## config.mk

```make
export PLATFORM = sky130hd
export DESIGN_NAME = u64_to_ascii_digits
export DESIGN_NICKNAME = d
export VERILOG_FILES = /design/src/hw/rtl/u2a_pkg.sv /design/src/hw/rtl/u2a_cell.sv /design/src/hw/rtl/u64_to_ascii_digits.sv
export SDC_FILE = /design/constraint.sdc
export NUM_CORES = 1
export LEC_CHECK = 0
export BUFFER_PORTS_ARGS = -buffer_cell sky130_fd_sc_hd__buf_2
export CAP_MARGIN = 0
export CORE_UTILIZATION = 31
export CTS_CLUSTER_SIZE = 14
export DETAILED_ROUTE_END_ITERATION = 10
export PLACE_DENSITY = 0.44
export SLEW_MARGIN = 20
export SYNTH_ARGS = -nofsm -noshare
export SYNTH_HDL_FRONTEND = slang
export SYNTH_SLANG_ARGS = --single-unit
```

## constraint.sdc

```tcl
create_clock -name clk -period 21.2 [get_ports clk]
set_clock_uncertainty 0.2 [all_clocks]
set_input_delay 3.18 -clock clk [delete_from_list [all_inputs] [get_ports clk]]
set_output_delay 3.18 -clock clk [all_outputs]
set_load 0.005 [all_outputs]
```

## src/hw/rtl/u2a_pkg.sv

```systemverilog
package u2a_pkg;

  localparam int VALUE_WIDTH = 64;
  // enough 4-bit cells for the widest decimal value (20 digits at 64 bits)
  localparam int NUM_CELLS   = 20;
  localparam int BIT_CNT_W   = $clog2(VALUE_WIDTH + 1);
  localparam int DIG_CNT_W   = $clog2(NUM_CELLS + 1);

  localparam logic [7:0] CHR_ZERO       = 8'd48;
  localparam logic [7:0] CHR_X          = 8'h78;
  localparam logic [7:0] HEX_ALPHA_BASE = 8'd87;
  localparam logic [3:0] DIGIT_TEN      = 4'd10;

  typedef logic [3:0] digit_t;

  typedef struct packed {
    logic clr;     // clear digit
    logic conv;    // bit shift with decimal adjust
    logic dshift;  // whole digit shift toward the top cell
    logic hex;     // no decimal adjust
  } u2a_ctl_t;

  function automatic logic [7:0] digit_to_ascii(input digit_t d);
    logic [7:0] c;
    if (d < DIGIT_TEN) begin
      c = CHR_ZERO + {4'd0, d};
    end else begin
      c = HEX_ALPHA_BASE + {4'd0, d};
    end
    return c;
  endfunction

endpackage

```

## src/hw/rtl/u2a_cell.sv

```systemverilog
module u2a_cell (
  input  logic               clk,
  input  u2a_pkg::u2a_ctl_t  ctl,
  input  logic               bit_in,
  output logic               bit_out,
  input  u2a_pkg::digit_t    digit_in,
  output u2a_pkg::digit_t    digit_out
);
  import u2a_pkg::*;

  digit_t digit_r;
  digit_t digit_nxt;
  digit_t adj;

  // in decimal mode, add 3 before the shift when the digit would reach ten or more
  assign adj = (!ctl.hex && (digit_r >= 4'd5)) ? digit_r + 4'd3 : digit_r;
  assign bit_out   = adj[3];
  assign digit_out = digit_r;

  always_comb begin
    digit_nxt = digit_r;
    if (ctl.clr) begin
      digit_nxt = '0;
    end else if (ctl.conv) begin
      digit_nxt = {adj[2:0], bit_in};
    end else if (ctl.dshift) begin
      digit_nxt = digit_in;
    end
  end

  always_ff @(posedge clk) begin
    digit_r <= digit_nxt;
  end

endmodule

```

## src/hw/rtl/u64_to_ascii_digits.sv

```systemverilog
// channel   | ports                         | transaction
// ----------+-------------------------------+--------------------------------------
// input     | start, busy, in_value,        | start high while busy low
//           | in_hex_mode                   |
// result    | out_valid, out_character,     | one out_valid per character, msd first,
//           | out_last                      | out_last on the final one
//
// a transaction keeps busy high through the bit-serial shift of in_value through the row
// of digit cells, the "0x" prefix in hex mode, and the walk of the digits out of the top
// cell, one per cycle, leading zeros dropped. the last character is out in the first cycle
// with busy low.
// results cannot be stalled. rst_n is synchronous and active low.
module u64_to_ascii_digits (
  input  logic        clk,
  input  logic        rst_n,
  input  logic        start,
  output logic        busy,
  input  logic [63:0] in_value,
  input  logic        in_hex_mode,
  output logic        out_valid,
  output logic [7:0]  out_character,
  output logic        out_last
);
  import u2a_pkg::*;

  localparam logic [2:0] ST_IDLE  = 3'd0;
  localparam logic [2:0] ST_SHIFT = 3'd1;
  localparam logic [2:0] ST_PFX0  = 3'd2;
  localparam logic [2:0] ST_PFXX  = 3'd3;
  localparam logic [2:0] ST_EMIT  = 3'd4;

  logic [2:0]             state_r,     state_nxt;
  logic [VALUE_WIDTH-1:0] value_r,     value_nxt;
  logic                   hex_r,       hex_nxt;
  logic [BIT_CNT_W-1:0]   bit_cnt_r,   bit_cnt_nxt;
  logic [DIG_CNT_W-1:0]   dig_left_r,  dig_left_nxt;
  logic                   started_r,   started_nxt;
  logic                   out_valid_r, out_valid_nxt;
  logic [7:0]             out_char_r,  out_char_nxt;
  logic                   out_last_r,  out_last_nxt;

  u2a_ctl_t           ctl;
  logic [NUM_CELLS:0] bit_chain;
  digit_t             dig_chain [NUM_CELLS+1];
  digit_t             top_digit;
  logic               accept;
  logic               emit_now;

  assign accept       = start && (state_r == ST_IDLE);
  assign busy         = (state_r != ST_IDLE);
  assign bit_chain[0] = value_r[VALUE_WIDTH-1];
  assign dig_chain[0] = '0;
  assign top_digit    = dig_chain[NUM_CELLS];
  assign emit_now     = started_r || (top_digit != '0) || (dig_left_r == DIG_CNT_W'(1));

  for (genvar i = 0; i < NUM_CELLS; i++) begin : g_cell
    u2a_cell u_cell (
      .clk       (clk),
      .ctl       (ctl),
      .bit_in    (bit_chain[i]),
      .bit_out   (bit_chain[i+1]),
      .digit_in  (dig_chain[i]),
      .digit_out (dig_chain[i+1])
    );
  end

  always_comb begin
    state_nxt     = state_r;
    value_nxt     = value_r;
    hex_nxt       = hex_r;
    bit_cnt_nxt   = bit_cnt_r;
    dig_left_nxt  = dig_left_r;
    started_nxt   = started_r;
    out_valid_nxt = 1'b0;
    out_char_nxt  = out_char_r;
    out_last_nxt  = 1'b0;
    ctl.clr       = 1'b0;
    ctl.conv      = 1'b0;
    ctl.dshift    = 1'b0;
    ctl.hex       = hex_r;
    case (state_r)
      ST_IDLE: begin
        if (start) begin
          value_nxt   = in_value[VALUE_WIDTH-1:0];
          hex_nxt     = in_hex_mode;
          bit_cnt_nxt = BIT_CNT_W'(VALUE_WIDTH);
          ctl.clr     = 1'b1;
          state_nxt   = ST_SHIFT;
        end
      end
      ST_SHIFT: begin
        ctl.conv     = 1'b1;
        value_nxt    = value_r << 1;
        bit_cnt_nxt  = bit_cnt_r - BIT_CNT_W'(1);
        dig_left_nxt = DIG_CNT_W'(NUM_CELLS);
        started_nxt  = 1'b0;
        if (bit_cnt_r == BIT_CNT_W'(1)) begin
          state_nxt = hex_r ? ST_PFX0 : ST_EMIT;
        end
      end
      ST_PFX0: begin
        out_valid_nxt = 1'b1;
        out_char_nxt  = CHR_ZERO;
        state_nxt     = ST_PFXX;
      end
      ST_PFXX: begin
        out_valid_nxt = 1'b1;
        out_char_nxt  = CHR_X;
        state_nxt     = ST_EMIT;
      end
      ST_EMIT: begin
        // leading zeros shift out silently, the units digit always prints
        ctl.dshift    = 1'b1;
        out_valid_nxt = emit_now;
        out_char_nxt  = digit_to_ascii(top_digit);
        out_last_nxt  = (dig_left_r == DIG_CNT_W'(1));
        started_nxt   = emit_now;
        dig_left_nxt  = dig_left_r - DIG_CNT_W'(1);
        if (dig_left_r == DIG_CNT_W'(1)) begin
          state_nxt = ST_IDLE;
        end
      end
      default: begin
        state_nxt = ST_IDLE;
      end
    endcase
  end

  always_ff @(posedge clk) begin
    if (!rst_n) begin
      state_r     <= ST_IDLE;
      out_valid_r <= 1'b0;
      out_last_r  <= 1'b0;
      started_r   <= 1'b0;
    end else begin
      state_r     <= state_nxt;
      out_valid_r <= out_valid_nxt;
      out_last_r  <= out_last_nxt;
      started_r   <= started_nxt;
    end
  end

  always_ff @(posedge clk) begin
    value_r    <= value_nxt;
    hex_r      <= hex_nxt;
    bit_cnt_r  <= bit_cnt_nxt;
    dig_left_r <= dig_left_nxt;
    out_char_r <= out_char_nxt;
  end

  assign out_valid     = out_valid_r;
  assign out_character = out_char_r;
  assign out_last      = out_last_r;

  a_last_marks_valid: assert property (@(posedge clk) disable iff (!rst_n)
    out_last_r |-> out_valid_r)
    else $error("last mark without a character");

  a_accept_starts_shift: assert property (@(posedge clk) disable iff (!rst_n)
    accept |=> (state_r == ST_SHIFT))
    else $error("accepted transaction did not start the shift");

  a_final_digit_ends: assert property (@(posedge clk) disable iff (!rst_n)
    (state_r == ST_EMIT && dig_left_r == DIG_CNT_W'(1)) |=>
      (out_valid_r && out_last_r && state_r == ST_IDLE))
    else $error("final digit not emitted with last mark");

  a_no_overflow: assert property (@(posedge clk) disable iff (!rst_n)
    (state_r == ST_SHIFT) |-> !bit_chain[NUM_CELLS])
    else $error("carry out of the top digit cell");

  a_quiet_in_shift: assert property (@(posedge clk) disable iff (!rst_n)
    (state_r == ST_SHIFT) |=> !out_valid_r)
    else $error("character emitted during conversion");

endmodule
```

### After elaboration in Yosys (flattened, before gate mapping)

Cells that the tools add are included.

| word-level totals | value |
|---|---|
| input bits | 68 |
| register bits | 171 |
| logic and storage cells | 196 |

| cells by class | value |
|---|---|
| equality and inequality tests | 9 |
| mux-type cells | 78 |
| reduce and logical (&&, ||, !) cells | 35 |
| order comparisons | 21 |
| add/subtract/negate cells | 24 |

Operators by type and width:

| operator | number |
|---|---|
| 4-bit 2-to-1 mux | 59 |
| 64-bit case mux with 2 select lines | 1 |
| 4-bit by 3-bit >= comparator with 1-bit output (second input constant) | 20 |
| 4-bit by 2-bit adder with 4-bit output (second input constant) | 19 |
| 64-bit 2-to-1 mux | 1 |
| 8-bit case mux with 3 select lines | 1 |
| 1-bit logical AND | 20 |
| 3-bit 2-to-1 mux | 5 |
| 3-bit case mux with 5 select lines | 1 |
| 7-bit case mux with 2 select lines | 1 |
| 5-bit case mux with 2 select lines | 1 |
| 7-bit by 4-bit adder with 8-bit output (first input constant) | 1 |
| 8-bit 2-to-1 mux | 1 |
| 6-bit by 4-bit adder with 7-bit output (first input constant) | 1 |
| 7-bit by 1-bit == test with 1-bit output (second input constant) | 1 |
| 7-bit 2-to-1 mux | 1 |
| 7-bit by 1-bit subtractor with 7-bit output (second input constant) | 1 |
| 3-bit by 2-bit == test with 1-bit output (second input constant) | 2 |
| 2-bit != test (second input constant) | 3 |
| 2-bit AND reduction | 3 |
| 2-bit nonzero test | 3 |
| 3-bit nonzero test | 2 |
| 5-bit by 1-bit == test with 1-bit output (second input constant) | 1 |
| 5-bit by 1-bit subtractor with 5-bit output (second input constant) | 1 |
| other kinds (12) | 17 |

### Depth between registers and ports, before layout

| logic depth | value |
|---|---|
| depth after elaboration | 4 |
| depth in mapped cells | 7 |

### Hierarchy

A second synthesis with hierarchy kept.

| unflattened totals | value |
|---|---|
| cells, all modules | 1045 |
| area, all modules | 9920.8 sq um |

By module, submodules not included:

| module | sequential area each (sq um) | instances | cells each | area an instance (sq um) |
|---|---|---|---|---|
| u2a_cell | 80.1 | 20 | 33 | 292.8 |
| u64_to_ascii_digits | 2642.5 | 1 | 385 | 4065.1 |

### Least setup slack after synthesis

No wires, ideal clock.

| path | value |
|---|---|
| kind | input to register |
| start point | input start |
| end point | register bit_cnt_r[0], enable pin |
| setup slack | 12.180 ns |
| required time | 20.402 ns |
| setup time | 0.598 ns |
| data arrival time | 8.222 ns |
| cell stages on the path | 2 |
| cells stage by stage | inv_1 -> o21ai_0 |

| on the way | value |
|---|---|
| longest elaborated chain between the ends | 2 |

RTL lines:

| item | line | RTL |
|---|---|---|
| from (decl) | u64_to_ascii_digits.sv:16 | `input logic start,` |
| 2-bit != test (no line) | - |  |
| 2-bit AND reduction (no line) | - |  |
| to (signal assigned) | u64_to_ascii_digits.sv:146 | `bit_cnt_r <= bit_cnt_nxt;` |
| to (decl) | u64_to_ascii_digits.sv:35 | `logic [BIT_CNT_W-1:0] bit_cnt_r, bit_cnt_nxt;` |

Every way passes these cells.
A chain may end at the register's enable or synchronous reset.

### Worst setup path after layout

| path | value |
|---|---|
| start point | register state_r[2] |
| end point | output busy |

| on the way | value |
|---|---|
| longest elaborated chain between the ends | 1 |

RTL lines:

| item | line | RTL |
|---|---|---|
| from (decl) | u64_to_ascii_digits.sv:32 | `logic [2:0] state_r, state_nxt;` |
| from (signal assigned) | u64_to_ascii_digits.sv:136 | `state_r <= state_nxt;` |
| 3-bit nonzero test | u64_to_ascii_digits.sv:50 | `assign busy = (state_r != ST_IDLE);` |
| to (decl) | u64_to_ascii_digits.sv:17 | `output logic busy,` |

Every way passes these cells.

==> results_dict.tcl <==
set metrics [dict create \
    design.final.nets 1253 \
    muxShareOfSynthArea 0.0102 \
    cp-end-kind "primary output" \
    worst-path-max-fanout 21 \
    combinational_family_with_the_most_area_after_synthesis "compound AO/OA/AOI/OAI gates" \
    drt_pre_antenna_iters 4 \
    timing.critical_path.buf_inv 2 \
    postSynthAreaPerCell_um2 8.91 \
    nFillCells 3226 \
    timing_max_transition_violations_final 0 \
    crit_path_max_incr_delay_ps 420 \
    grt_max_degree 89 \
    worst_setup_path_start_kind "flop" \
    reg2reg_to "g_cell[16].u_cell.digit_out[0]$_SDFFE_PP0P_" \
    cts.htree.levels 4 \
    fmax_mhz 203 \
    synth-adder-area-share 0.0572 \
    vias 8081 \
    timing.max_cap.violations 0 \
    area_share_of_the_leading_cell_type_in_the_synthesized_netlist 0.256 \
    globalRoute.busiestLayer "met2" \
    setup.worst_path.start "state_r[2]$_SDFFE_PN0P_" \
    number_of_antenna_violations_at_the_first_check_in_global_routing 0 \
    io_pins 79 \
    clk_transition_reported_paths_ps 70 \
    standard_cell_rows 64 \
    timing.reg2reg.worst_path_depth 5 \
    layout_commonest_cell "sky130_fd_sc_hd__nand2_1" \
    worstHoldPathType "reg -> reg" \
    crit_type "reg -> out" \
    cts_setup_buffers 0 \
    die_height_um 180 \
    crit_path_cell_trace "buf_4, or3_1, buf_2" \
    postSynth.asyncResetShare 0 \
    cpLargestDelayFamily "simple AND/OR/NAND/NOR gates" \
    routedWlPerCell_um 17.0 \
    grt_setup_unrepaired "false" \
    crit_required_ps 17820 \
    chipWidth_um 180 \
    post_synth_edffs 84 \
    vias_per_cell 5.21 \
    yosysWarningCount 0 \
    min_period_ps 4930 \
    grt_use_met3 0.0297 \
    cellLeakagePower_nw 4.27 \
    floorplan.initialDensity 0.318 \
    global_route.overflow_total 0 \
    timing_hold_violations_final 0 \
    slew_headroom 0.353 \
    synth_simple_gate_area_share 0.192 \
    cts_repair_resize_count 0 \
    post_route_cells_drive_above_1_share 0.142 \
    cts_root_buf "sky130_fd_sc_hd__clkbuf_16" \
    fin_tns_setup_ps 0 \
    place_hpwl_mm 15.4 \
    synth_seq_area_share 0.431 \
    crit_slowest_cell "sky130_fd_sc_hd__or3_1" \
    design.core.area_um2 30900 \
    netlist-cell-type-count 51 \
    biggest_area_consumer_among_synthesized_cells "sky130_fd_sc_hd__edfxtp_1" \
    syn_area_um2 9840 \
    ys_seq_elements 170 \
    ant_nets 0 \
    result_of_the_run "finished, final reports clean" \
    cts.sinks 170 \
    gp_congestion 0.729 \
    utilization 0.361 \
    number_of_global_route_vias_before_repair 7932 \
    drt_iter0_drc 562 \
    cts.hold.buffers_added 0 \
    cts_tree "built" \
    grt_usage 0.164 \
    post_synth_main_area_contributors "sky130_fd_sc_hd__edfxtp_1 26%, sky130_fd_sc_hd__dfxtp_1 17%, sky130_fd_sc_hd__nand2_1 9.1%, sky130_fd_sc_hd__ha_1 5.7%, sky130_fd_sc_hd__o21ai_0 3.5%" \
    synth-compound-area-share 0.220 \
    routed_wirelength_mm 26.3 \
    port_buffers 77 \
    worst_ep_arrival_time_ps 1550 \
    grt_pass1_wl_mm 42.9 \
    synth_top_flop_cell "sky130_fd_sc_hd__dfxtp_1" \
    worst_pin_slew_ps 971 \
    syn-num-nets 1218 \
    dieArea_um2 32500 \
    final_cell_mix "239 x sky130_fd_sc_hd__nand2_1, 86 x sky130_fd_sc_hd__dfxtp_1, 84 x sky130_fd_sc_hd__edfxtp_1" \
    globalRouteMet1Util 0.228 \
    final.period_utilization 0.233 \
    critical_path_depth 3 \
    setup.worst_path.end "busy" \
    ff_to_ff_start "state_r[1]$_SDFFE_PN0P_" \
    power_density_nw_per_um2 90.6 \
    cts_made_buffers 17 \
    synth_xor_xnor_area_share 0.0214 \
    drt_drc_violations_left 0 \
    global_route.usage.met2 0.262 \
    ff2ff_setup_slack_ps 18040 \
    finalSetupViolations 0 \
    syn2layout_area_growth_pct 13.4 \
    worst_skew_pair.late_latency_ps 430 \
    worst_ir_drop_vdd_mv 0.0618 \
    maximum_buffer_depth_of_the_clock_tree 2 \
    synthesis.instances 1105 \
]
[synthesized netlist by cell type (all sizes together) (28+ instances only)]
library cell    n
clkbuf         28
nor2           51
nand2         240
dfxtp          86
buf            49
edfxtp         84
ha             45
a22oi          39
a2bb2oi        28
a21oi          57
o21ai          69
inv            67
[worst min-delay path, stage by stage (launching register included)]
cell	delay [ps]
sky130_fd_sc_hd__dfxtp_1	320
sky130_fd_sc_hd__nand2_1	50
sky130_fd_sc_hd__a21boi_0	60
[report_power, final]
group	internal, mW	switching, mW	total, mW
Sequential	0.395	0.0539	0.449
Clock	0.225	0.145	0.370
Combinational	0.0810	0.110	0.191
[flip-flops by register name, indices dropped and copies added, names as in the netlist]
signal / count
out_valid: 1
bit_cnt_r: 7
g_cell.u_cell.digit_out: 80
out_last: 1
dig_left_r: 5
started_r: 1
hex_r: 1
value_r: 64
out_character: 7
state_r: 3
[logic make-up (layout without fill, tap and decap cells)]
logic type	count (synthesis)	in the layout
xor+xnor	24	24
compound gates	317	317
other cells	2	3
buf+inv	144	192
mux	10	10
simple gates	393	393
fa+ha+maj	45	45
flops	170	170
[per-layer routing]
layer	part of all wire	routed length [um]
met5	0	0
met4	0.0099	260
met3	0.033	869
met2	0.44	11500
met1	0.52	13700
[final cells by class]
cell class                      count  area, um^2  area share
Timing Repair Buffer               93         505      0.0453
Multi-Input combinational cell    791        4970       0.446
Sequential cell                   170        4240       0.380
Tap cell                          396         495      0.0444
Clock inverter                     14         256      0.0230
Inverter                           67         251      0.0225
Antenna cell                        1        2.50    0.000224
Clock buffer                       18         429      0.0385
[stage by stage]
step | std cells | total power [mW] | cell area [um^2] | setup slack [ps] | hold slack (ps)
5_1_grt | 1549 | 1.07 | 11200 | 16210 | 323
3_3_place_gp | 1517 | 0.646 | 10500 | 16270 | 254
2_1_floorplan | 1105 | 0.593 | 9840 | 12180 | 238
4_1_cts | 1549 | 1.02 | 11200 | 16230 | 273
6_report | 1550 | 1.01 | 11200 | 16270 | 277
3_5_place_dp | 1517 | 0.648 | 10500 | 16270 | 263
[worst min path at each step]
stage	startpoint	slack, ps	cells past startpoint	to
after floorplan	started_r$_SDFFE_PN0P_	240	2	started_r$_SDFFE_PN0P_
after global placement	started_r$_SDFFE_PN0P_	250	2	started_r$_SDFFE_PN0P_
after detailed placement	started_r$_SDFFE_PN0P_	260	2	started_r$_SDFFE_PN0P_
after CTS	started_r$_SDFFE_PN0P_	270	2	started_r$_SDFFE_PN0P_
after global routing	value_r[45]$_DFFE_PP_	320	2	value_r[46]$_DFFE_PP_
final	started_r$_SDFFE_PN0P_	280	2	started_r$_SDFFE_PN0P_
Power figures use the tool's default switching activity.
